File: config.mk
export PLATFORM = sky130hd
export DESIGN_NAME = auto_door_presence_controller
export DESIGN_NICKNAME = d
export VERILOG_FILES = /design/src/rtl/adpc_pkg.sv /design/src/rtl/adpc_csr.sv /design/src/rtl/adpc_step.sv /design/src/rtl/auto_door_presence_controller.sv
export SDC_FILE = /design/constraint.sdc
export NUM_CORES = 1
export LEC_CHECK = 0
export BUFFER_PORTS_ARGS = -buffer_cell sky130_fd_sc_hd__buf_2
export CAP_MARGIN = 20
export CORE_UTILIZATION = 45
export CTS_CLUSTER_DIAMETER = 150
export CTS_CLUSTER_SIZE = 10
export DETAILED_ROUTE_END_ITERATION = 12
export PLACE_DENSITY = 0.76
export SYNTH_ARGS = -nofsm -noshare
export SYNTH_HDL_FRONTEND = slang
export SYNTH_SLANG_ARGS = --single-unit
File: constraint.sdc
create_clock -name clock -period 10.3 [get_ports clock]
set_input_delay 1.03 -clock clock [delete_from_list [all_inputs] [get_ports clock]]
set_output_delay 1.03 -clock clock [all_outputs]
set_load 0.01 [all_outputs]
File: src/rtl/adpc_pkg.sv
package adpc_pkg;

   // Request kinds carried on req_tuser.
   typedef enum logic [1:0] {
      REQ_SAMPLE    = 2'd0,
      REQ_BUTTON    = 2'd1,
      REQ_SET_MAN   = 2'd2,
      REQ_CALIBRATE = 2'd3
   } req_kind_type;

   // Door states as reported on the result channel.
   typedef enum logic [1:0] {
      DOOR_CLOSED = 2'd0,
      DOOR_OPEN   = 2'd1,
      DOOR_WAIT   = 2'd2
   } door_type;

   // Configuration register indexes.
   localparam logic [2:0] CSR_CLOSED_ANGLE   = 3'd0;
   localparam logic [2:0] CSR_ROTATION_ANGLE = 3'd1;
   localparam logic [2:0] CSR_DETECT_THRESH  = 3'd2;
   localparam logic [2:0] CSR_DEBOUNCE       = 3'd3;
   localparam logic [2:0] CSR_PRES_TIMEOUT   = 3'd4;
   localparam logic [2:0] CSR_CLOSE_DELAY    = 3'd5;

   localparam int CSR_INDEX_W = 3;
   localparam int CSR_DATA_W  = 16;

   localparam logic [7:0] ANGLE_MAX = 8'd180;

   typedef struct packed {
      logic        [7:0]  closed_angle;
      logic signed [8:0]  rotation_angle;
      logic        [11:0] detect_threshold;
      logic        [15:0] debounce_ms;
      logic        [15:0] presence_timeout_ms;
      logic        [15:0] close_delay_ms;
   } cfg_type;

   // Fixed-width part of one result item.
   typedef struct packed {
      door_type   door_state;
      logic [7:0] servo_target;
      logic       servo_update;
      logic       detect_flag;
      logic       present_flag;
      logic       manual_mode;
   } status_type;

endpackage

File: src/rtl/adpc_csr.sv
module adpc_csr
   import adpc_pkg::*;
(
   input  logic                   clock,
   input  logic                   reset,
   input  logic                   wr_en,
   input  logic [CSR_INDEX_W-1:0] wr_index,
   input  logic [CSR_DATA_W-1:0]  wr_data,
   output cfg_type                cfg
);

   cfg_type cfg_ff;

   always_ff @(posedge clock) begin
      if (reset) begin
         cfg_ff.closed_angle        <= 8'd0;
         cfg_ff.rotation_angle      <= 9'sd90;
         cfg_ff.detect_threshold    <= 12'd160;
         cfg_ff.debounce_ms         <= 16'd200;
         cfg_ff.presence_timeout_ms <= 16'd3000;
         cfg_ff.close_delay_ms      <= 16'd2000;
      end else if (wr_en) begin
         case (wr_index)
            CSR_CLOSED_ANGLE:   cfg_ff.closed_angle        <= wr_data[7:0];
            CSR_ROTATION_ANGLE: cfg_ff.rotation_angle      <= $signed(wr_data[8:0]);
            CSR_DETECT_THRESH:  cfg_ff.detect_threshold    <= wr_data[11:0];
            CSR_DEBOUNCE:       cfg_ff.debounce_ms         <= wr_data;
            CSR_PRES_TIMEOUT:   cfg_ff.presence_timeout_ms <= wr_data;
            CSR_CLOSE_DELAY:    cfg_ff.close_delay_ms      <= wr_data;
            default: ;
         endcase
      end
   end

   assign cfg = cfg_ff;

endmodule

File: src/rtl/adpc_step.sv
module adpc_step
   import adpc_pkg::*;
#(
   parameter int TIME_WIDTH = 32,
   parameter int DIST_WIDTH = 16
)(
   input  logic                         clock,
   input  logic                         reset,
   input  logic                         fire,
   input  cfg_type                      cfg,
   input  req_kind_type                 req_type,
   input  logic [TIME_WIDTH-1:0]        now_ms,
   input  logic [DIST_WIDTH-1:0]        distance,
   input  logic                         distance_valid,
   input  logic                         manual_value,
   input  logic [DIST_WIDTH-1:0]        new_baseline,
   output status_type                   status,
   output logic signed [DIST_WIDTH:0]   distance_diff
);

   // Width wide enough for both the signed difference and the 12-bit threshold.
   localparam int CMP_W = (DIST_WIDTH + 2 > 14) ? DIST_WIDTH + 2 : 14;

   door_type                  door_ff, door_in;
   logic [DIST_WIDTH-1:0]     base_ff, base_in;
   logic                      detecting_ff, detecting_in;
   logic [TIME_WIDTH-1:0]     det_start_ff, det_start_in;
   logic [TIME_WIDTH-1:0]     last_seen_ff, last_seen_in;
   logic [TIME_WIDTH-1:0]     close_start_ff, close_start_in;
   logic                      manual_ff, manual_in;
   logic                      held_det_ff, held_det_in;
   logic                      held_pres_ff, held_pres_in;
   logic signed [DIST_WIDTH:0] held_diff_ff, held_diff_in;
   logic [7:0]                held_servo_ff, held_servo_in;
   logic                      update;

   logic signed [DIST_WIDTH:0] diff;
   logic signed [CMP_W-1:0]    diff_x, thr_x;
   logic                      det;
   logic [TIME_WIDTH-1:0]     start_eff, since_det, since_seen, since_close;
   logic                      pres;
   logic signed [9:0]         open_sum;
   logic [7:0]                open_angle, closed_servo;

   assign diff   = $signed({1'b0, base_ff}) - $signed({1'b0, distance});
   assign diff_x = CMP_W'(diff);
   assign thr_x  = $signed({{(CMP_W-12){1'b0}}, cfg.detect_threshold});
   assign det    = diff_x >= thr_x;

   assign open_sum = $signed({2'b00, cfg.closed_angle}) + 10'(cfg.rotation_angle);

   always_comb begin
      if (open_sum < 10'sd0)
         open_angle = 8'd0;
      else if (open_sum > $signed({2'b00, ANGLE_MAX}))
         open_angle = ANGLE_MAX;
      else
         open_angle = open_sum[7:0];
   end

   assign closed_servo = (cfg.closed_angle > ANGLE_MAX) ? ANGLE_MAX : cfg.closed_angle;

   // A fresh detection starts its debounce window at this item's time.
   assign start_eff   = detecting_ff ? det_start_ff : now_ms;
   assign since_det   = now_ms - start_eff;
   assign since_close = now_ms - close_start_ff;

   always_comb begin
      door_in        = door_ff;
      base_in        = base_ff;
      detecting_in   = detecting_ff;
      det_start_in   = det_start_ff;
      last_seen_in   = last_seen_ff;
      close_start_in = close_start_ff;
      manual_in      = manual_ff;
      held_det_in    = held_det_ff;
      held_pres_in   = held_pres_ff;
      held_diff_in   = held_diff_ff;
      held_servo_in  = held_servo_ff;
      update         = 1'b0;
      since_seen     = now_ms - last_seen_ff;
      pres           = 1'b0;

      case (req_type)
         REQ_SAMPLE: begin
            if (!manual_ff && distance_valid) begin
               held_diff_in = diff;
               held_det_in  = det;
               if (det) begin
                  detecting_in = 1'b1;
                  det_start_in = start_eff;
                  if (since_det >= TIME_WIDTH'(cfg.debounce_ms))
                     last_seen_in = now_ms;
               end else begin
                  detecting_in = 1'b0;
               end
               since_seen   = now_ms - last_seen_in;
               pres         = since_seen < TIME_WIDTH'(cfg.presence_timeout_ms);
               held_pres_in = pres;
               case (door_ff)
                  DOOR_CLOSED: begin
                     if (pres) begin
                        held_servo_in = open_angle;
                        update        = 1'b1;
                        door_in       = DOOR_OPEN;
                     end
                  end
                  DOOR_OPEN: begin
                     if (!pres) begin
                        door_in        = DOOR_WAIT;
                        close_start_in = now_ms;
                     end
                  end
                  default: begin
                     if (pres) begin
                        door_in = DOOR_OPEN;
                     end else if (since_close >= TIME_WIDTH'(cfg.close_delay_ms)) begin
                        held_servo_in = closed_servo;
                        update        = 1'b1;
                        door_in       = DOOR_CLOSED;
                     end
                  end
               endcase
            end
         end
         REQ_BUTTON: begin
            manual_in = 1'b1;
            if (door_ff == DOOR_CLOSED) begin
               held_servo_in = open_angle;
               door_in       = DOOR_OPEN;
            end else begin
               held_servo_in = closed_servo;
               door_in       = DOOR_CLOSED;
            end
            update       = 1'b1;
            detecting_in = 1'b0;
            held_det_in  = 1'b0;
            held_pres_in = 1'b0;
         end
         REQ_SET_MAN: begin
            manual_in = manual_value;
         end
         default: begin
            base_in      = new_baseline;
            door_in      = DOOR_CLOSED;
            detecting_in = 1'b0;
         end
      endcase
   end

   always_ff @(posedge clock) begin
      if (reset) begin
         door_ff        <= DOOR_CLOSED;
         base_ff        <= '0;
         detecting_ff   <= 1'b0;
         det_start_ff   <= '0;
         last_seen_ff   <= '0;
         close_start_ff <= '0;
         manual_ff      <= 1'b0;
         held_det_ff    <= 1'b0;
         held_pres_ff   <= 1'b0;
         held_diff_ff   <= '0;
         held_servo_ff  <= 8'd0;
      end else if (fire) begin
         door_ff        <= door_in;
         base_ff        <= base_in;
         detecting_ff   <= detecting_in;
         det_start_ff   <= det_start_in;
         last_seen_ff   <= last_seen_in;
         close_start_ff <= close_start_in;
         manual_ff      <= manual_in;
         held_det_ff    <= held_det_in;
         held_pres_ff   <= held_pres_in;
         held_diff_ff   <= held_diff_in;
         held_servo_ff  <= held_servo_in;
      end
   end

   assign status.door_state   = door_in;
   assign status.servo_target = held_servo_in;
   assign status.servo_update = update;
   assign status.detect_flag  = held_det_in;
   assign status.present_flag = held_pres_in;
   assign status.manual_mode  = manual_in;
   assign distance_diff       = held_diff_in;

endmodule

File: src/rtl/auto_door_presence_controller.sv
// Flow: an accepted item is held in the input register, processed by the step logic into
// the result register when that register is free, and offered on the rsp channel from there.
// Throughput: one item per cycle while rsp_tready is high; the input register and the
// result register let a new item enter while a finished result still waits to be taken.
// Reset (synchronous, active high) closes the door, clears all history and loads the
// configuration registers with their default values.
module auto_door_presence_controller
   import adpc_pkg::*;
#(
   parameter int TIME_WIDTH = 32,
   parameter int DIST_WIDTH = 16
)(
   input  logic                   clock,
   input  logic                   reset,

   // Request channel.
   input  logic                   req_tvalid,
   output logic                   req_tready,
   // Fields from bit 0 up: now_ms, distance, distance_valid, manual_value,
   // new_baseline, then zero padding to a whole byte.
   input  logic [((TIME_WIDTH + 2*DIST_WIDTH + 2 + 7) / 8) * 8 - 1:0] req_tdata,
   // Fields from bit 0 up: req_type.
   input  logic [1:0]             req_tuser,

   // Result channel.
   output logic                   rsp_tvalid,
   input  logic                   rsp_tready,
   // Fields from bit 0 up: door_state, servo_target, servo_update, detect_flag,
   // present_flag, distance_diff, manual_mode, then zero padding.
   output logic [((DIST_WIDTH + 15 + 7) / 8) * 8 - 1:0] rsp_tdata,

   // Configuration write channel.
   input  logic                   csr_valid,
   output logic                   csr_ready,
   input  logic [CSR_INDEX_W-1:0] csr_index,
   input  logic [CSR_DATA_W-1:0]  csr_data
);

   localparam int REQ_BITS = TIME_WIDTH + 2*DIST_WIDTH + 2;
   localparam int RSP_BITS = DIST_WIDTH + 15;
   localparam int RSP_W    = ((RSP_BITS + 7) / 8) * 8;

   // Bit positions inside req_tdata.
   localparam int DIST_LO  = TIME_WIDTH;
   localparam int VALID_B  = TIME_WIDTH + DIST_WIDTH;
   localparam int MVAL_B   = VALID_B + 1;
   localparam int BASE_LO  = MVAL_B + 1;

   cfg_type                    cfg;
   status_type                 status;
   logic signed [DIST_WIDTH:0] diff;

   // The input register holds one accepted item until the step logic consumes it.
   logic                       in_valid_ff, in_valid_in;
   logic [REQ_BITS-1:0]        in_data_ff;
   logic [1:0]                 in_kind_ff;

   // The result register holds one finished item for the rsp side.
   logic                       out_valid_ff, out_valid_in;
   logic [RSP_BITS-1:0]        out_data_ff;

   logic                       out_free;
   logic                       step_fire;
   logic                       req_fire;

   // The result register can take a new item when it is empty or being drained.
   assign out_free   = !out_valid_ff || rsp_tready;
   assign step_fire  = in_valid_ff && out_free;
   assign req_tready = !in_valid_ff || out_free;
   assign req_fire   = req_tvalid && req_tready;

   // Configuration is taken at any time; the user must write it only while the block is idle (not enforced here).
   assign csr_ready = 1'b1;

   adpc_csr u_csr (
      .clock    (clock),
      .reset    (reset),
      .wr_en    (csr_valid && csr_ready),
      .wr_index (csr_index),
      .wr_data  (csr_data),
      .cfg      (cfg)
   );

   adpc_step #(
      .TIME_WIDTH (TIME_WIDTH),
      .DIST_WIDTH (DIST_WIDTH)
   ) u_step (
      .clock          (clock),
      .reset          (reset),
      .fire           (step_fire),
      .cfg            (cfg),
      .req_type       (req_kind_type'(in_kind_ff)),
      .now_ms         (in_data_ff[TIME_WIDTH-1:0]),
      .distance       (in_data_ff[VALID_B-1:DIST_LO]),
      .distance_valid (in_data_ff[VALID_B]),
      .manual_value   (in_data_ff[MVAL_B]),
      .new_baseline   (in_data_ff[REQ_BITS-1:BASE_LO]),
      .status         (status),
      .distance_diff  (diff)
   );

   always_comb begin
      in_valid_in = in_valid_ff;
      if (req_fire)
         in_valid_in = 1'b1;
      else if (step_fire)
         in_valid_in = 1'b0;

      out_valid_in = out_valid_ff;
      if (step_fire)
         out_valid_in = 1'b1;
      else if (rsp_tready)
         out_valid_in = 1'b0;
   end

   always_ff @(posedge clock) begin
      if (reset) begin
         in_valid_ff  <= 1'b0;
         out_valid_ff <= 1'b0;
      end else begin
         in_valid_ff  <= in_valid_in;
         out_valid_ff <= out_valid_in;
      end
   end

   // Payload registers load only on a transfer and need no reset.
   always_ff @(posedge clock) begin
      if (req_fire) begin
         in_data_ff <= req_tdata[REQ_BITS-1:0];
         in_kind_ff <= req_tuser;
      end
      if (step_fire) begin
         out_data_ff <= {status.manual_mode, diff, status.present_flag,
                         status.detect_flag, status.servo_update,
                         status.servo_target, status.door_state};
      end
   end

   assign rsp_tvalid = out_valid_ff;
   assign rsp_tdata  = RSP_W'(out_data_ff);

endmodule

### After elaboration in Yosys (flattened, before gate mapping)

Cells that the tools add are included.

| cells by class | value |
|---|---|
| shift operators | 0 |
| bitwise logic cells | 3 |
| divide/modulo/power cells | 0 |
| order comparisons | 7 |
| add/subtract/negate cells | 5 |
| equality and inequality tests | 9 |
| reduce and logical (&&, ||, !) cells | 25 |
| multiplexer cells | 43 |
| $mul | 0 |

Operator list:

| cell | count |
|---|---|
| $mux W32 | 5 |
| $sub A32 B32 Y32 | 3 |
| $ge A32 B16 Y1 | 2 |
| $mux W8 | 8 |
| $mux W17 | 2 |
| $lt A32 B16 Y1 | 1 |
| $pmux W8 S2 | 2 |
| $ge A17 B13 Y1 | 1 |
| $sub A16 B16 Y17 | 1 |
| $reduce_and A2 Y1 | 7 |
| $mux W1 | 13 |
| $pmux W1 S2 | 6 |
| $add A9 B9 Y10 | 1 |
| $gt A10 B9 Y1 const B | 1 |
| $lt A10 B1 Y1 const B | 1 |
| $mux W2 | 5 |
| $gt A8 B8 Y1 const B | 1 |
| $eq A3 B2 Y1 const B | 2 |
| $eq A3 B3 Y1 const B | 2 |
| $pmux W2 S3 | 1 |
| $reduce_and A3 Y1 | 2 |
| $reduce_and A5 Y1 | 1 |
| $eq A2 B1 Y1 const B | 2 |
| $logic_not A2 Y1 | 2 |
| other kinds (12) | 20 |

| storage, ports and cells | value |
|---|---|
| register bits after elaboration | 321 |
| memories kept | 0 |
| bits in latches | 0 |
| ROM bits | 0 |
| output and inout bits | 35 |
| bits of input ports | 98 |
| bits in writable memories | 0 |
| logic and storage cells | 114 |

### Depth between registers and ports, before layout

| depth | value |
|---|---|
| depth after elaboration | 13 |
| depth in mapped cells | 51 |
| gate-level depth less buffers | 47 |

### By module

A second synthesis with hierarchy kept.

| second synthesis, totals | value |
|---|---|
| cells, all modules | 2,533 |
| area, all modules | 21,998.6 um^2 |

By module, submodules not included:

| module | area an instance (um^2) | instances | cells each | sequential area each (um^2) |
|---|---|---|---|---|
| adpc_step | 15,797.7 | 1 | 2,130 | 2,862.7 |
| adpc_csr | 3,101.7 | 1 | 290 | 1,541.5 |
| auto_door_presence_controller | 3,099.2 | 1 | 113 | 3,012.9 |

### Least setup slack after synthesis

Ideal clock, no wire load.

| timing | value |
|---|---|
| kind | register to register |
| from | register u_step.detecting_ff |
| to | register out_data_ff[2], data pin |
| clock period less this slack | 10.569 ns |
| stages on the path, launching flop included | 48 |
| path buffers | 6 |
| library setup time | 0.259 ns |
| required time | 10.041 ns |
| slack | -0.269 ns |
| arrival | 10.310 ns |
| path through | dfxtp_1 > clkbuf_1 > clkbuf_1 > mux2i_1 > ha_1 > nor2b_1 > o2111a_1 > or2_2 > a21oi_1 > nor2_1 > nor2_1 > xnor2_1 > ha_1 > o21ai_0 > o2bb2ai_1 > or4_1 > a2111oi_2 > o2111a_1 > (+12 left out) > maj3_1 > a211o_1 > o221ai_2 > xnor2_1 > ha_1 > a21o_1 > a221oi_1 > o2111ai_1 > a21oi_1 > o2111ai_1 > nor4b_2 > o2111a_1 > and4_1 > buf_6 > buf_6 > mux2i_1 > a211o_1 > o31a_1 |

RTL lines:

| item | RTL line | text |
|---|---|---|
| start, declared | adpc_step.sv:26 | `logic detecting_ff, detecting_in;` |
| start signal, assigned | adpc_step.sv:167 | `detecting_ff <= detecting_in;` |
| end signal, assigned | auto_door_presence_controller.sv:133 | `out_data_ff <= {status.manual_mode, diff, status.present_flag,` |
| end, declared | auto_door_presence_controller.sv:60 | `logic [RSP_BITS-1:0] out_data_ff;` |

==> results.py <==
metrics = {
    "sta": {
        "worst_slew_margin_rel_pct": 26.2,
        "timing_worst_slew_pin_value_ns": 1.11,
        "clock-skew-final_ns": 0.0382,
        "timing.final.ws_setup_ns": 0.377,
        "final-setup-viol-count": 0,
        "fmax_mhz": 101,
        "final_min_period_over_clock_period_pct": 96.3,
        "final.min_clock_period_ns": 9.92,
        "hold_slack_ns": 0.455,
        "tns_ns": 0,
        "finalHoldViolations": 0,
        "slew_violations": 0,
    },
    "global_route": {
        "gr_met1_demand_resource_pct": 33.2,
        "total_routing_usage_gr_pct": 25.4,
        "antenna_found_initial": 3,
        "use_met3_pct": 3.85,
        "grt_max_degree": 122,
        "global_route.peak_usage_layer": "met2",
        "number_of_global_route_vias_before_repair": 18600,
        "globalRouteOverflowTotal": 0,
        "groute.layer.met2.usage_pct": 41.4,
        "global_route_wire_length_before_repair_um": 97000,
    },
    "placement": {
        "dp_cells": 3308,
        "postPlaceCellArea_sq_um": 23100,
        "place_worst_setup_slack_ns": -0.180,
        "globalplace.congestion": 0.918,
        "place.detailed.hpwl_um": 47200,
        "placement.io_buffers": 124,
    },
    "critical_path": {
        "kind_of_end_point_of_the_critical_path": "register",
        "timing.critical_path.slowest_stage_cell": "sky130_fd_sc_hd__nor3_1",
        "crit_path_start_kind": "register",
        "cp.required_ns": 10.63,
        "crit_path_max_fanout": 10,
        "critPathKind": "register to register",
        "critical_path.reg2reg.startpoint": "u_step.detecting_ff",
        "cpMostUsedCell": "sky130_fd_sc_hd__a21oi_1",
        "worstSetupStartpoint": "u_step.detecting_ff",
        "cpPeakStageDelay_ns": 0.78,
        "critical_path_arrival_ns": 10.25,
    },
    "cts": {
        "clk-insertion-delay-late_ns": 0.58,
        "numClockSinks": 321,
        "max-clock-path-buffers": 3,
        "tritoncts_clock_tree": "done",
        "tritoncts_buffers": 38,
        "clock-root-buffer": "sky130_fd_sc_hd__clkbuf_16",
        "clk_transition_reported_paths_ns": 0.06,
        "h-tree-depth": 2,
        "hold_buffers": 0,
    },
    "floorplanning": {
        "initial_utilization_pct": 45.7,
        "fp.coreArea_sq_um": 46800,
        "die_area_sq_um": 48400,
        "rows": 79,
        "io-pin-count": 133,
        "die-height_um": 220,
        "die_width_um": 220,
    },
    "finish": {
        "area_grow_syn2layout_pct": 14.4,
        "drive_gt1_share_pct": 12.6,
        "finished_layout_cell_area_sq_um": 24500,
        "num-nets-final": 3030,
        "final-instance-count-excl-fill": 3381,
    },
    "worst_hold_path": {
        "worst_hold_startpoint": "u_step.held_diff_ff[4]",
        "min_path_type": "register to register",
    },
    "yosys": {
        "post-synth-top-count-cell": "sky130_fd_sc_hd__nand2_1",
        "post_synth_inst_count": 2600,
        "synth_enable_flop_cells": 99,
        "synthesis.area_sq_um": 21400,
        "yosysWarnings": 0,
        "synthDistinctLibCells": 94,
        "syn_nets": 2883,
        "synthTopCellsByCount": "405 x sky130_fd_sc_hd__nand2_1, 251 x sky130_fd_sc_hd__a21oi_1, 240 x sky130_fd_sc_hd__nor2_1",
        "synthFlopType": "sky130_fd_sc_hd__dfxtp_1",
        "async_flop_share_pct": 0,
        "postSynthAreaPerCell_sq_um": 8.22,
        "total_of_flip_flops_plus_latches_after_synthesis": 321,
        "netlist.top_cell.by_area": "sky130_fd_sc_hd__dfxtp_1",
        "sequential_cell_area_fraction_in_the_yosys_report_pct": 34.7,
        "synth_top_cell_area_share_pct": 20.8,
        "leading_cell_types_by_total_area_after_synthesis": "sky130_fd_sc_hd__dfxtp_1 21%, sky130_fd_sc_hd__edfxtp_1 14%, sky130_fd_sc_hd__ha_1 11%",
    },
    "pwr": {
        "power_leakage_nw": 9.47,
        "total_power_divided_by_cell_area_nw_per_um2": 134,
        "vdd_ir_drop_max_mv": 0.0899,
    },
    "run_status": {
        "violations": "DRC",
        "outcome": "complete, but fails checks",
    },
    "detailed_routing": {
        "route.vias.total": 19600,
        "drt-initial-drc-count": 1381,
        "drt_drc_violations_left": 14,
        "detail-route-antenna-nets": 0,
        "routedWlPerCell_um": 18.4,
        "post_drt_via_cell_ratio": 5.79,
        "first_pass_iters": 9,
        "wirelength_um": 62400,
    },
    "run": {
        "maxCapViolCount": 0,
    },
}
-- cell usage in the layout (no fill, tap or decap), drive strengths merged, types with 6 or more instances in the layout --
master / count
nand2: 405
a21oi: 254
nor2: 240
buf: 229
dfxtp: 222
ha: 180
inv: 165
o21ai: 118
mux2i: 104
edfxtp: 99
a211oi: 76
clkbuf: 60
a21o: 49
xnor2: 49
nor3: 49
nand3: 37
nand4: 32
xor2: 30
nor2b: 28
o21a: 28
o211ai: 24
o21bai: 23
nand3b: 22
nand2b: 18
and3: 17
and2: 14
a31oi: 13
or3: 10
a21boi: 10
nor4: 9
o2111ai: 9
a211o: 8
or2: 8
a2111oi: 7
o211a: 6
or4: 6
-- worst max-delay path: cells and delay by family (launching register included) --
kind            cells  cell delay (ns)
compound gates     24             4.05
xor+xnor            2             0.33
fa+ha+maj           4             1.18
buf+inv             5             0.76
flops               1             0.40
mux                 2             0.49
simple gates        9             2.44
-- sequential cells by signal, indices dropped and copies added (netlist names) --
register and flops:
u_step.door_ff 2, in_valid_ff 1, rsp_tvalid 1, u_step.last_seen_ff 32, u_step.detecting_ff 1, u_step.close_start_ff 32, u_step.base_ff 16, u_step.manual_ff 1
u_step.held_pres_ff 1, u_step.held_det_ff 1, out_data_ff 31, u_step.det_start_ff 32, u_csr.cfg 77, u_step.held_servo_ff 8, u_step.held_diff_ff 17, in_data_ff 66
in_kind_ff 2
-- routing by layer --
metal,vias up,wire (um)
met1,9313,27600
met3,136,3620
met4,0,2360
met2,574,28800
li1,9556,-
met5,-,0
-- kinds of logic (layout without fill, tap and decap cells) --
kind of cell             count (synthesis)  after routing  share of synthesized area (%)
AO/OA/AOI/OAI                          707            707                           21.5
XOR/XNOR                                79             79                           3.24
adder cells (fa/ha/maj)                188            188                           11.1
buffers and inverters                  284            455                           5.28
flip-flops                             321            321                           34.7
multiplexers                           108            108                           5.10
other                                    2              5                         0.0351
AND/OR/NAND/NOR                        911            911                           19.1
-- final timing paths --
kind | to | cells after the start | slack [ns]
worst max-delay path | out_data_ff[3] | 46 | 0.38
worst min-delay path | u_step.held_diff_ff[4] | 2 | 0.45
worst max register to register | out_data_ff[3] | 46 | 0.38
worst min register to register | u_step.held_diff_ff[4] | 2 | 0.45
-- through the flow --
step / total power (W) / utilization, %
6_report: 0.00329 / 52.3
5_1_grt: 0.00344 / 52.3
4_1_cts: 0.00329 / 51.7
3_5_place_dp: 0.00204 / 49.3
3_3_place_gp: 0.00202 / 49.3
2_1_floorplan: 0.00183 / -
-- report_power, final --
group / total [W] / internal (W) / switching, W
Sequential: 0.00137 / 0.00134 / 0.0000303
Clock: 0.00124 / 0.000694 / 0.000546
Combinational: 0.000676 / 0.000269 / 0.000407
-- layout make-up --
| type | instances | area [sq um] |
|---|---|---|
| timing repair buffer | 229 | 1460 |
| clock buffer | 60 | 1030 |
| fill | 4327 | 22300 |
| antenna | 3 | 7.51 |
| clock inverter | 4 | 67.6 |
| sequential | 321 | 7420 |
| tap | 607 | 759 |
| multi-input combinational | 1995 | 13100 |
| inverter | 162 | 608 |
-- repair_timing --
action,CTS,global route
setup endpoints to repair,28,55
gates resized for setup,6,54
setup buffers,0,6
pin swaps,1,20
No activity file was read; power rests on OpenSTA's default activity.
